**src/hdl/dcas_pkg.sv**
```systemverilog
// Shared types and constants for the debounced clock and alarm setter.
package dcas_pkg;

    localparam int unsigned HourW   = 5;
    localparam int unsigned MinuteW = 6;
    localparam int unsigned MsW     = 16;

    localparam logic [MsW-1:0]     LOCKOUT_RESET = MsW'(500);
    localparam logic [HourW-1:0]   HOUR_LAST     = HourW'(23);
    localparam logic [MinuteW-1:0] MINUTE_LAST   = MinuteW'(59);

    localparam logic [1:0] BTN_HOUR   = 2'd0;
    localparam logic [1:0] BTN_MINUTE = 2'd1;
    localparam logic [1:0] BTN_SET    = 2'd2;
    localparam logic [1:0] BTN_MODE   = 2'd3;

    typedef struct packed {
        logic [1:0]     button;
        logic [MsW-1:0] now_ms;
    } t_dcas_in;

    typedef struct packed {
        logic               accepted;
        logic               alarm_mode;
        logic [HourW-1:0]   time_hour;
        logic [MinuteW-1:0] time_minute;
        logic [HourW-1:0]   alarm_hour;
        logic [MinuteW-1:0] alarm_minute;
        logic               write_time;
        logic               write_alarm;
        logic [HourW-1:0]   commit_hour;
        logic [MinuteW-1:0] commit_minute;
    } t_dcas_out;

    typedef struct packed {
        logic           we;
        logic [MsW-1:0] lockout_ms;
    } t_dcas_cfg;

    function automatic logic [HourW-1:0] step_hour(input logic [HourW-1:0] v);
        return (v >= HOUR_LAST) ? '0 : v + HourW'(1);
    endfunction

    function automatic logic [MinuteW-1:0] step_minute(input logic [MinuteW-1:0] v);
        return (v >= MINUTE_LAST) ? '0 : v + MinuteW'(1);
    endfunction

endpackage

```
**src/hdl/dcas_core.sv**
```systemverilog
// Setter state, lockout check and per-press update logic.
module dcas_core import dcas_pkg::*; (
    input  logic      i_clk,
    input  logic      i_rst_n,
    input  logic      i_fire,
    input  t_dcas_in  i_item,
    input  t_dcas_cfg i_cfg,
    output t_dcas_out o_res
);

    logic [MsW-1:0]     r_lockout;
    logic               r_mode;
    logic [HourW-1:0]   r_pend_hour;
    logic [MinuteW-1:0] r_pend_minute;
    logic [HourW-1:0]   r_alarm_hour;
    logic [MinuteW-1:0] r_alarm_minute;
    logic [MsW-1:0]     r_last_ms;

    logic               n_mode;
    logic [HourW-1:0]   n_pend_hour;
    logic [MinuteW-1:0] n_pend_minute;
    logic [HourW-1:0]   n_alarm_hour;
    logic [MinuteW-1:0] n_alarm_minute;
    logic               ok;
    logic [MsW-1:0]     delta;

    assign delta = i_item.now_ms - r_last_ms;
    assign ok    = (i_item.now_ms < r_last_ms) || (delta >= r_lockout);

    always_comb begin
        n_mode         = r_mode;
        n_pend_hour    = r_pend_hour;
        n_pend_minute  = r_pend_minute;
        n_alarm_hour   = r_alarm_hour;
        n_alarm_minute = r_alarm_minute;
        o_res          = '0;
        if (ok) begin
            unique case (i_item.button)
                BTN_HOUR: begin
                    if (!r_mode) n_pend_hour = step_hour(r_pend_hour);
                    else         n_alarm_hour = step_hour(r_alarm_hour);
                end
                BTN_MINUTE: begin
                    if (!r_mode) n_pend_minute = step_minute(r_pend_minute);
                    else         n_alarm_minute = step_minute(r_alarm_minute);
                end
                BTN_SET: begin
                    if (!r_mode) begin
                        o_res.write_time    = 1'b1;
                        o_res.commit_hour   = r_pend_hour;
                        o_res.commit_minute = r_pend_minute;
                        n_pend_hour         = '0;
                        n_pend_minute       = '0;
                    end else begin
                        o_res.write_alarm   = 1'b1;
                        o_res.commit_hour   = r_alarm_hour;
                        o_res.commit_minute = r_alarm_minute;
                    end
                end
                BTN_MODE: n_mode = ~r_mode;
                default:  n_mode = r_mode;
            endcase
        end
        o_res.accepted     = ok;
        o_res.alarm_mode   = n_mode;
        o_res.time_hour    = n_pend_hour;
        o_res.time_minute  = n_pend_minute;
        o_res.alarm_hour   = n_alarm_hour;
        o_res.alarm_minute = n_alarm_minute;
    end

    always_ff @(posedge i_clk) begin
        if (!i_rst_n) begin
            r_lockout      <= LOCKOUT_RESET;
            r_mode         <= 1'b0;
            r_pend_hour    <= '0;
            r_pend_minute  <= '0;
            r_alarm_hour   <= '0;
            r_alarm_minute <= '0;
            r_last_ms      <= '0;
        end else begin
            if (i_cfg.we) r_lockout <= i_cfg.lockout_ms;
            if (i_fire) begin
                r_mode         <= n_mode;
                r_pend_hour    <= n_pend_hour;
                r_pend_minute  <= n_pend_minute;
                r_alarm_hour   <= n_alarm_hour;
                r_alarm_minute <= n_alarm_minute;
                if (ok) r_last_ms <= i_item.now_ms;
            end
        end
    end

endmodule

```
**src/hdl/debounced_clock_alarm_setter_unit.sv**
```systemverilog
// Top level of the debounced clock and alarm setter: input and result registers.
//
//  channel | valid      | ready       | beat
//  --------+------------+-------------+------------------------
//  in      | i_in_valid | o_in_ready  | i_in_data  (t_dcas_in)
//  out     | o_out_valid| i_out_ready | o_out_data (t_dcas_out)
//  cfg     | i_cfg_valid| o_cfg_ready | i_cfg_data (lockout_ms)
//
// A beat passes through the input register and leaves through the result
// register, one beat per cycle sustained while the result side is ready.
// The state update and lockout check sit between the two registers.
// Synchronous active-low reset restores lockout 500, clears the setter state and both valid flags.
// A stalled result register holds the input register; in stays ready while
// the input register is empty or moving. Config writes are always taken.
module debounced_clock_alarm_setter_unit import dcas_pkg::*; (
    input  logic           i_clk,
    input  logic           i_rst_n,
    input  logic           i_in_valid,
    output logic           o_in_ready,
    input  t_dcas_in       i_in_data,
    output logic           o_out_valid,
    input  logic           i_out_ready,
    output t_dcas_out      o_out_data,
    input  logic           i_cfg_valid,
    output logic           o_cfg_ready,
    input  logic [MsW-1:0] i_cfg_data
);

    logic      r_in_valid;
    t_dcas_in  r_in;
    logic      r_out_valid;
    t_dcas_out r_out;
    logic      advance;
    t_dcas_out res;
    t_dcas_cfg cfg;

    assign advance     = r_in_valid && (!r_out_valid || i_out_ready);
    assign o_in_ready  = !r_in_valid || advance;
    assign o_cfg_ready = 1'b1;
    assign cfg.we         = i_cfg_valid;
    assign cfg.lockout_ms = i_cfg_data;

    dcas_core u_core (
        .i_clk   (i_clk),
        .i_rst_n (i_rst_n),
        .i_fire  (advance),
        .i_item  (r_in),
        .i_cfg   (cfg),
        .o_res   (res)
    );

    always_ff @(posedge i_clk) begin
        if (!i_rst_n) begin
            r_in_valid  <= 1'b0;
            r_out_valid <= 1'b0;
        end else begin
            if (i_in_valid && o_in_ready) begin
                r_in_valid <= 1'b1;
                r_in       <= i_in_data;
            end else if (advance) begin
                r_in_valid <= 1'b0;
            end
            if (advance) begin
                r_out_valid <= 1'b1;
                r_out       <= res;
            end else if (i_out_ready) begin
                r_out_valid <= 1'b0;
            end
        end
    end

    assign o_out_valid = r_out_valid;
    assign o_out_data  = r_out;

endmodule

```
**config.mk**
```make
export PLATFORM = sky130hd
export DESIGN_NAME = debounced_clock_alarm_setter_unit
export DESIGN_NICKNAME = d
export VERILOG_FILES = /design/src/hdl/dcas_pkg.sv /design/src/hdl/dcas_core.sv /design/src/hdl/debounced_clock_alarm_setter_unit.sv
export SDC_FILE = /design/constraint.sdc
export NUM_CORES = 1
export LEC_CHECK = 0
export ABC_AREA = 1
export ABC_CLOCK_PERIOD_IN_PS = 3300
export BUFFER_PORTS_ARGS = -buffer_cell sky130_fd_sc_hd__buf_4
export CAP_MARGIN = 20
export CORE_MARGIN = 8
export CORE_UTILIZATION = 53
export CTS_CLUSTER_SIZE = 8
export DETAILED_ROUTE_END_ITERATION = 10
export PLACE_DENSITY = 0.77
export SETUP_SLACK_MARGIN = 0.02
export SLEW_MARGIN = 20
export SYNTH_ARGS = -nofsm -noshare
export SYNTH_HDL_FRONTEND = slang
export SYNTH_SLANG_ARGS = --single-unit
```
**constraint.sdc**
```tcl
create_clock -name i_clk -period 3.3 [get_ports i_clk]
set_input_delay 0 -clock i_clk [delete_from_list [all_inputs] [get_ports i_clk]]
set_output_delay 0 -clock i_clk [all_outputs]
set_load 0.05 [all_outputs]
```
==> impl_metrics.toml, run 1 <==
[run_status]
status = "finished, violations left"
violations = "negative setup slack"

[pwr]
ir_drop_mv = 0.396
leakage_uw = 0.00417
power_per_cell_area_nw_per_um2 = 532

[route]
wl_per_cell_um = 16.0
wl_met1_mm = 7.46
dr_wl_met2_mm = 9.43
dr.pass1.iters = 6
ant_nets = 0
via_per_inst = 5.48
route.met3.wl_mm = 1.46
wl_mm = 18.9
drc = 0
vias = 6472
topRoutingLayerUsed = "met4"
drt_iter0_drc = 639

[timing]
final.setup_skew_ps = 9.48
min_period_ps = 3440
timing.final.ws_setup_ps = -145
grt_setup_unrepaired = "true"
worst_hold_slack_ps = 37.5
hold_viol_final = 0
fmax_ghz = 0.290
fin_crit_sh_pct = 104
relSlewSlack_pct = 52.4
fin_tns_setup_ps = -6080
report.final.setup_viol = 76
drv_slew = 0
tightest_slew_ps = 713

[final_layout]
fin_area_sq_um = 8970
fin_nets = 1088
area_delta_synth_final_pct = 35.8
post-route-util_pct = 74.1
layout-drive-gt1-share_pct = 23.9
num-fill-cells = 867
antennaDiodeCount = 0

[synth]
yosys-top-cells-area = "edfxtp_1 (25%), dfxtp_1 (17%), nand2_1 (14%), ha_1 (7.6%), inv_1 (6.3%)"
synth_top_area_cell = "edfxtp_1"
synth_edf_count = 55
syn_area_per_cell_sq_um = 7.58
synth_nets = 951
synth_seq_cells = 112
synth-async-reset-ratio_pct = 0
synth_commonest_cells = "nand2_1 (244), inv_1 (110), nand3_1 (68), nor2_1 (60), dfxtp_1 (57)"
yosysWarnings = 0
ys_types = 37
ys.flop_type = "dfxtp_1"
synth_top_area_share_pct = 25.0
synthCells = 871
synth_area_sq_um = 6610
yosysSeqAreaShare_pct = 42.3
yosysMostFrequentCell = "nand2_1"

[clock_tree]
htreeDepth = 3
cts_root_buf = "clkbuf_16"
clock_sinks = 112
clockBufferDepth = 2
cts_tree = "built"
numCtsBuffers = 9
clk_latency_ps = 360
clkTransAtPathRegs_ps = 70

[placed_design]
place.gp.congestion = 0.913
dpl-instance-area_sq_um = 7400
portBuffers = 77
dp_slack_ps = -157
place_hpwl_mm = 11.0

[floorplan]
dieArea_sq_um = 16300
start_util_pct = 54.5
rows = 40
dieHeight_um = 128
num_io_pins = 79
fp.dieW_um = 128
coreArea_sq_um = 12100

[setup_path]
cp.required_ps = 3520
reg2reg_setup_slack_ps = -140
worstPathMaxFanout = 8
cp-end-kind = "register"
cp.arrival_ps = 3670
r2r-end = "o_out_data[1]$_SDFFCE_PN0P_"
r2r-start = "r_in[8]$_DFFE_PP_"
setup.worst_path.class = "register to register"
cp-start-kind = "register"
reg2reg_depth = 15

[min_path]
hold_class = "input pin to register"
hold_end = "u_core.r_last_ms[13]$_SDFFE_PN0P_"
hold_depth = 3
hp-start = "i_rst_n"

[grt]
grt.total_usage_pct = 21.2
grt_pass1_wl_mm = 28.1
grt_overflow = 0
grt_pass1_vias = 5981
grt_max_degree = 36
antenna_found_initial = 0

[job]
cap_violations = 0
-- final cells by class --
| type | instances | area, sq um | area share, % |
|---|---|---|---|
| inverter | 116 | 448 | 4.99 |
| tap | 168 | 210 | 2.34 |
| timing repair buffer | 162 | 1470 | 16.4 |
| clock buffer | 9 | 225 | 2.51 |
| clock inverter | 7 | 141 | 1.58 |
| timing repair inverter | 1 | 11.3 | 0.126 |
| multi-input combinational | 606 | 3670 | 40.9 |
| sequential | 112 | 2790 | 31.1 |
-- repair_timing --
item,in CTS,in global routing
endpoints found under the hold margin,36,0
pin swaps,3,37
hold buffers,50,0
setup endpoints to repair,66,76
gates cloned,1,4
resized for setup,12,125
buffers inserted,1,6
-- worst max-delay path, cell delays in order (launching register included) --
cell and delay, ps:
edfxtp_1 450, ha_1 380, a21o_1 230, nand3_1 100, nand4_1 220, a21oi_1 250
xnor2_1 110, ha_1 320, nand2_2 90, nor4_4 360, nand2_4 110, nand3_4 170
nand2_4 90, nor2_4 250, nand2_1 100, nand2_1 80
-- how the worst max path moves through the flow --
stage / startpoint / slack (ps) / endpoint
after floorplan: r_in[0]$_DFFE_PP_ / 240 / o_out_data[7]$_SDFFCE_PN0P_
after global placement: r_in[0]$_DFFE_PP_ / -20 / u_core.r_last_ms[6]$_SDFFE_PN0P_
after detailed placement: r_in[0]$_DFFE_PP_ / -160 / u_core.r_last_ms[2]$_SDFFE_PN0P_
after CTS: r_in[9]$_DFFE_PP_ / 30 / o_out_data[1]$_SDFFCE_PN0P_
after global routing: r_in[8]$_DFFE_PP_ / -330 / u_core.r_last_ms[4]$_SDFFE_PN0P_
final: r_in[8]$_DFFE_PP_ / -140 / o_out_data[1]$_SDFFCE_PN0P_
-- metrics by stage --
stage          power [uW]  cells
3_3_place_gp         2890   1103
5_1_grt              4990   1181
6_report             4780   1181
3_5_place_dp         2910   1103
4_1_cts              4310   1171
2_1_floorplan        2580    871
-- report_power, final --
group	internal, uW	total [uW]	switching [uW]
sequential	1570	1660	82.9
combinational	724	1790	1060
clock	820	1330	512
total	3120	4780	1660
-- state kept, by name, summed over array words and instances, names as in the netlist --
name,cells
o_out_data,37
u_core.r_pend_minute,6
o_out_valid,1
r_in,18
u_core.r_last_ms,16
u_core.r_mode,1
u_core.r_pend_hour,5
r_in_valid,1
u_core.r_alarm_hour,5
u_core.r_lockout,16
u_core.r_alarm_minute,6
-- cell usage in the layout (no fill, tap or decap), types with 5 or more instances in the layout --
cell / count
nor2_2: 14
a21oi_2: 8
buf_6: 7
xnor2_1: 7
nand2_1: 199
inv_2: 5
nor2_1: 53
ha_4: 8
inv_1: 108
nand3b_1: 14
nand2_4: 20
dfxtp_1: 57
xor2_1: 12
o21ai_0: 38
a21oi_1: 48
nand4_1: 29
clkbuf_16: 12
nand3_1: 56
nand2_2: 29
nand3_2: 12
buf_4: 98
ha_1: 32
edfxtp_1: 55
dlygate4sd3_1: 50
-- cell families after synthesis --
logic type	synth area share, %
AOI/OAI and AO/OA	8.64
xor gates and xnor gates	2.52
adders and majority gates	7.88
buffers and inverters	9.55
DFF	42.3
other	0.0568
and+or+nand+nor	29.1
-- layer usage --
| metal | global-route usage, % | vias to the layer above |
|---|---|---|
| li1 | - | 3103 |
| met2 | 37.4 | 311 |
| met4 | 8.88 | 0 |
| met5 | 0 | - |
| met3 | 4.16 | 56 |
| met1 | 24.6 | 3002 |
No activity file was read; power rests on OpenSTA's default activity.
==> run 2: changes to the inputs <==
--- a/config.mk
+++ b/config.mk
@@ -9,5 +9,4 @@
 export ABC_CLOCK_PERIOD_IN_PS = 3300
 export BUFFER_PORTS_ARGS = -buffer_cell sky130_fd_sc_hd__buf_4
-export CAP_MARGIN = 20
 export CORE_MARGIN = 8
 export CORE_UTILIZATION = 53
==> constraint.sdc (replaced) <==
create_clock -name i_clk -period 3.3 [get_ports i_clk]
set_input_delay 0.495 -clock i_clk [delete_from_list [all_inputs] [get_ports i_clk]]
set_output_delay 0.495 -clock i_clk [all_outputs]
set_load 0.05 [all_outputs]
==> run 2 against run 1 <==
Effect of this change: the run still ends with negative setup slack left; clock skew hardly changed; worst hold slack improved by 270 ps; non-clock buffer count down 57; sequential share of layout area increased by 3.7 points; cell count shrank 4.9%; total power decreased by 14%; maximum frequency increased by 4.2%; wire length decreased by 16%; highest routed layer unchanged.
==> impl_metrics.toml, run 2 (synthesis gave the netlist of run 1 again) <==
[run_status]
status = "finished, violations left"
violations = "negative setup slack"

[timing]
fmax_ghz = 0.302
min_period_ps = 3310
hold_viol_final = 0
tightest_slew_ps = 967
drv_slew = 0
final.setup_skew_ps = 9.66
grt_setup_unrepaired = "true"
relSlewSlack_pct = 35.4
fin_crit_sh_pct = 100
report.final.setup_viol = 2
timing.final.ws_setup_ps = -7.27
worst_hold_slack_ps = 312

[clock_tree]
clk_latency_ps = 360
cts_root_buf = "clkbuf_16"
clkTransAtPathRegs_ps = 70
clockBufferDepth = 2
numCtsBuffers = 9
htreeDepth = 3
clock_sinks = 112
cts_tree = "built"

[pwr]
ir_drop_mv = 0.449
power_per_cell_area_nw_per_um2 = 513
leakage_uw = 0.00375

[floorplan]
dieHeight_um = 128
dieArea_sq_um = 16300
coreArea_sq_um = 12100
fp.dieW_um = 128
start_util_pct = 54.5
num_io_pins = 79
rows = 40

[grt]
grt_pass1_vias = 5429
grt.total_usage_pct = 19.1
antenna_found_initial = 0
grt_pass1_wl_mm = 25.4
grt_overflow = 0
grt_max_degree = 38

[placed_design]
portBuffers = 77
place_inst = 1100
place_hpwl_mm = 10.5
place.gp.congestion = 0.880

[final_layout]
fin_cells = 1123
antennaDiodeCount = 0
area_delta_synth_final_pct = 21.3
layout-drive-gt1-share_pct = 19.8
num-fill-cells = 1024
largest_reg_flops = 37
fin_nets = 1030
layout_common_cells = "nand2_1 (233), inv_1 (109), buf_4 (97)"
final_common_cell = "nand2_1"

[min_path]
hold_class = "input pin to register"
hold_depth = 1
hp-start = "i_in_data[12]"
hold_end = "r_in[12]$_DFFE_PP_"

[setup_path]
slowest_stage = "fa_2"
cp-start-kind = "register"
cp.required_ps = 3520
r2r-start = "r_in[0]$_DFFE_PP_"
cpPeakStageDelay_ps = 400
worstPathMaxFanout = 8
cp-end-kind = "register"
crit_start = "r_in[0]$_DFFE_PP_"
r2r-end = "o_out_data[7]$_SDFFCE_PN0P_"
setup.worst_path.class = "register to register"
reg2reg_setup_slack_ps = -7
reg2reg_depth = 20
crit_chain = "inv_2 -> ha_4 -> fa_2 -> o21ai_2 -> nand3_1 -> nand2_2 -> nand3_2 -> nand3_2 -> nand2_2 -> nand4_1 -> nand2_1 -> ha_1 -> nand2_2 -> nor4_4 -> nand2_2 -> nand3_4 -> nand2_4 -> nor2_4 -> nand2_1 -> nand2_1"
cp.arrival_ps = 3530
cpMostUsedCell = "nand2_2"

[route]
drt_iter0_drc = 703
wl_mm = 15.9
wl_per_cell_um = 14.2
via_per_inst = 5.30
drc = 0
dr.pass1.iters = 5
ant_nets = 0
vias = 5951

[job]
cap_violations = 0
==> run 2: worst max path at each step <==
stage               slack, ps                                end  cells past startpoint
CTS                        70        o_out_data[1]$_SDFFCE_PN0P_                     16
global route             -170  u_core.r_last_ms[12]$_SDFFE_PN0P_                     21
floorplan                 240        o_out_data[7]$_SDFFCE_PN0P_                     20
finish                     -7        o_out_data[7]$_SDFFCE_PN0P_                     20
global placement          -60   u_core.r_last_ms[2]$_SDFFE_PN0P_                     21
detailed placement       -110   u_core.r_last_ms[7]$_SDFFE_PN0P_                     21
==> run 2: power by group <==
| group | internal, uW | switching [uW] |
|---|---|---|
| Combinational | 557 | 895 |
| Clock | 513 | 491 |
| Sequential | 1570 | 80.6 |
| Total | 2640 | 1470 |
==> run 2: what timing repair did <==
action                     in CTS  in global routing
setup endpoints to repair      28                 75
resized for setup               9                 58
gates cloned                    1                  2
hold buffers                    0                  0
buffers inserted                0                  4
pin swaps                       3                 40
==> run 2: worst max-delay path, delay by kind of cell (launching register included) <==
family                     cells  cell delay (ps)
and+or+nand+nor               15             1770
buffers and inverters          1               50
DFF                            1              340
adders and majority gates      3              860
AOI/OAI and AO/OA              1              150
==> run 2: stage by stage <==
stage          setup WS (ps)  total power [uW]  setup TNS [ps]  cell area (sq um)  utilization, %
2_1_floorplan            242              2580               0               6610               -
3_3_place_gp           -62.9              2880            -631               7370            60.9
3_5_place_dp            -109              2900           -1370               7370            60.9
4_1_cts                 67.7              3930               0               7670            63.4
5_1_grt                 -175              4350           -8490               8010            66.2
6_report               -7.27              4110           -11.4               8010            66.2
==> run 2: routing by layer <==
metal,GRT usage (%),vias to the layer above,share of wire [%]
li1,-,2990,-
met1,23.4,2712,43
met2,32.0,222,47
met3,5.24,27,7.5
met4,5.59,0,2.0
met5,0,-,0
==> run 2: final cells by class <==
| cell class | count | area (sq um) | share of cell area, % |
|---|---|---|---|
| Multi-Input combinational cell | 605 | 3420 | 42.7 |
| Sequential cell | 112 | 2790 | 34.8 |
| Timing Repair Buffer | 105 | 858 | 10.7 |
| Inverter | 116 | 450 | 5.62 |
| Clock buffer | 11 | 233 | 2.90 |
| Tap cell | 168 | 210 | 2.62 |
| Clock inverter | 5 | 33.8 | 0.422 |
| Timing Repair inverter | 1 | 11.3 | 0.141 |
==> run 3: changes to the inputs <==
Settings changed: CORE_UTILIZATION 53 to 54, PLACE_DENSITY 0.77 to 0.78, SETUP_SLACK_MARGIN 0.02 to default, SYNTH_HIERARCHICAL from default to 1.
==> run 3 against run 2 <==
Effect of this change: the flow now finishes without violations; count of clock-buffer cells in the layout is 2 lower; die area rose by 1.5%; largest cell class unchanged; critical path type unchanged; sequential power barely moved; via count is 3.9% higher; non-clock buffer count fell by 7; clock skew grew 1.3 ps; design area up 3.0%; critical endpoint is now o_out_data[10]$_DFFE_PP_; worst hold slack worse by 1.1 ps; worst setup slack better by 72 ps; sequential share of layout area down 0.99 points; wire length is 2.7% higher.
==> impl_metrics.toml, run 3 <==
[run_status]
status = "finished clean"

[final_layout]
post-route-util_pct = 66.0
layout_common_cells = "nand2_1 (241), inv_1 (127), buf_4 (91)"
largest_reg_flops = 37
num-fill-cells = 1055
area_delta_synth_final_pct = 20.6
final_common_cell = "nand2_1"
fin_cells = 1163
layout-drive-gt1-share_pct = 19.1
antennaDiodeCount = 0
fin_nets = 1066

[floorplan]
start_util_pct = 54.7
dieHeight_um = 129
fp.dieW_um = 129
coreArea_sq_um = 12500
rows = 41
num_io_pins = 79
dieArea_sq_um = 16500

[timing]
fmax_ghz = 0.309
min_period_ps = 3230
tightest_slew_ps = 1060
hold_viol_final = 0
relSlewSlack_pct = 29.3
fin_crit_sh_pct = 98.0
worst_hold_slack_ps = 311
grt_setup_unrepaired = "true"
report.final.setup_viol = 0
drv_slew = 0
final.setup_skew_ps = 11.0

[synth]
yosysSeqAreaShare_pct = 40.8
yosysWarnings = 6
yosysMostFrequentCell = "nand2_1"
synth_edf_count = 55
syn_area_per_cell_sq_um = 7.41
synth_top_area_cell = "edfxtp_1"
yosys-top-cells-area = "edfxtp_1 (24%), dfxtp_1 (17%), nand2_1 (14%), ha_1 (7.3%), inv_1 (7.0%)"
synth_area_sq_um = 6850
synth_commonest_cells = "nand2_1 (256), inv_1 (128), nand3_1 (71), a21oi_1 (61)"
synth-async-reset-ratio_pct = 0
synth_nets = 1004
ys.flop_type = "dfxtp_1"
synthCells = 924
synth_seq_cells = 112
ys_types = 39
synth_top_area_share_pct = 24.1

[setup_path]
cp-start-kind = "register"
reg2reg_depth = 20
cp.required_ps = 3410
crit_start = "r_in[2]$_DFFE_PP_"
cp-end-kind = "register"
r2r-start = "r_in[2]$_DFFE_PP_"
r2r-end = "o_out_data[10]$_DFFE_PP_"
cp.arrival_ps = 3350
reg2reg_setup_slack_ps = 70
setup.worst_path.class = "register to register"
worstPathMaxFanout = 7
crit_end = "o_out_data[10]$_DFFE_PP_"

[min_path]
hold_class = "input pin to register"
hold_depth = 1

[placed_design]
portBuffers = 77
place_inst = 1140
place_hpwl_mm = 10.8
place.gp.congestion = 0.921

[pwr]
p_seq_share_pct = 37.7
pwr-share-comb_pct = 36.0
intPower_uw = 2870
ir_drop_mv = 0.383
power_frac_clock_pct = 26.3
power_per_cell_area_nw_per_um2 = 534
p_switching_uw = 1540
leakage_uw = 0.00390
p_sw_share_pct = 34.8

[route]
dr.pass1.iters = 5
drc = 0
vias = 6183
wl_mm = 16.3
via_per_inst = 5.32
drt_iter0_drc = 499
wl_per_cell_um = 14.1
ant_nets = 0

[clock_tree]
clk_latency_ps = 360
clkTransAtPathRegs_ps = 70
htreeDepth = 3
holdBufCountCts = 0
clockBufferDepth = 2
numCtsBuffers = 9
clock_sinks = 112
cts_tree = "built"
cts_root_buf = "clkbuf_16"

[grt]
grt_pass1_wl_mm = 25.9
grt_max_degree = 44
antenna_found_initial = 0
grt_overflow = 0
grt_pass1_vias = 5733
grt.total_usage_pct = 19.3

[job]
cap_violations = 0
## run 3: cell families after synthesis
family | count (synthesis) | share of synthesized area, %
xor gates and xnor gates | 21 | 2.69
AOI/OAI and AO/OA | 118 | 8.95
buffers and inverters | 180 | 10.9
other | 1 | 0.0548
adders and majority gates | 41 | 7.60
DFF | 112 | 40.8
and+or+nand+nor | 451 | 29.0
## run 3: final cells by class
cell class              instances  area, sq um  share of cell area, %
repair inverters                1         11.3                  0.136
inverters                     132          503                   6.09
repair buffers                 98          816                   9.88
multi-input cells             632         3600                   43.6
flip-flops and latches        112         2800                   33.9
well taps                     172          215                   2.61
clock buffers                   9          225                   2.73
clock inverters                 7         95.1                   1.15
## run 3: power groups by stage
stage	sequential (uW)	clock [uW]	combinational, uW
after floorplan	1730	0	933
after global placement	1680	0	1270
after detailed placement	1680	0	1290
after CTS	1650	1180	1310
after global routing	1680	1240	1750
final	1660	1160	1590
## run 3: worst max-delay path, stage by stage, from the launching register on
cell and delay, ps:
edfxtp_1 450, ha_4 330, nand2_1 100, nor3_4 180
nor2_2 70, buf_4 140, nor2_2 80, o21ai_1 70
xnor2_1 190, ha_1 270, nand2_1 80, inv_1 40
o21bai_1 150, a21oi_1 90, nor2_2 180, nand3_4 170
buf_12 200, nand2_2 50, inv_2 50, nand2_1 50
inv_1 40
## run 3: routing by layer
metal,track usage (%),vias to the layer above,routed length (um)
met5,0,-,0
met1,22.6,2828,6850
met4,6.98,0,366
li1,-,3120,-
met2,33.6,209,8130
met3,4.92,26,1010
## run 3: worst min path at each step
stage / from / endpoint / slack, ps
2_1_floorplan: u_core/r_lockout[10]$_SDFFE_PN0P_ / u_core/r_lockout[10]$_SDFFE_PN0P_ / 440
3_3_place_gp: u_core/r_lockout[1]$_SDFFE_PN0P_ / u_core/r_lockout[1]$_SDFFE_PN0P_ / 460
3_5_place_dp: u_core/r_lockout[1]$_SDFFE_PN0P_ / u_core/r_lockout[1]$_SDFFE_PN0P_ / 460
4_1_cts: i_in_data[7] / r_in[7]$_DFFE_PP_ / 300
5_1_grt: i_in_data[8] / r_in[8]$_DFFE_PP_ / 290
6_report: i_in_data[7] / r_in[7]$_DFFE_PP_ / 310
## run 3: through the flow
step                      TNS, ps  setup WS [ps]  power, uW  cell area [sq um]
final                           0           65.0       4410               8260
after CTS                       0          0.353       4150               7870
after floorplan                 0            128       2660               6850
after detailed placement     -117          -49.1       2980               7540
after global routing        -4800           -122       4660               8260
after global placement          0           89.7       2950               7540
## run 3: repair_timing
| action | CTS | global route |
|---|---|---|
| buffers inserted | 0 | 4 |
| endpoints found under the setup margin | 15 | 76 |
| pin swaps | 0 | 23 |
| resized for setup | 2 | 73 |
| gates cloned | 1 | 2 |
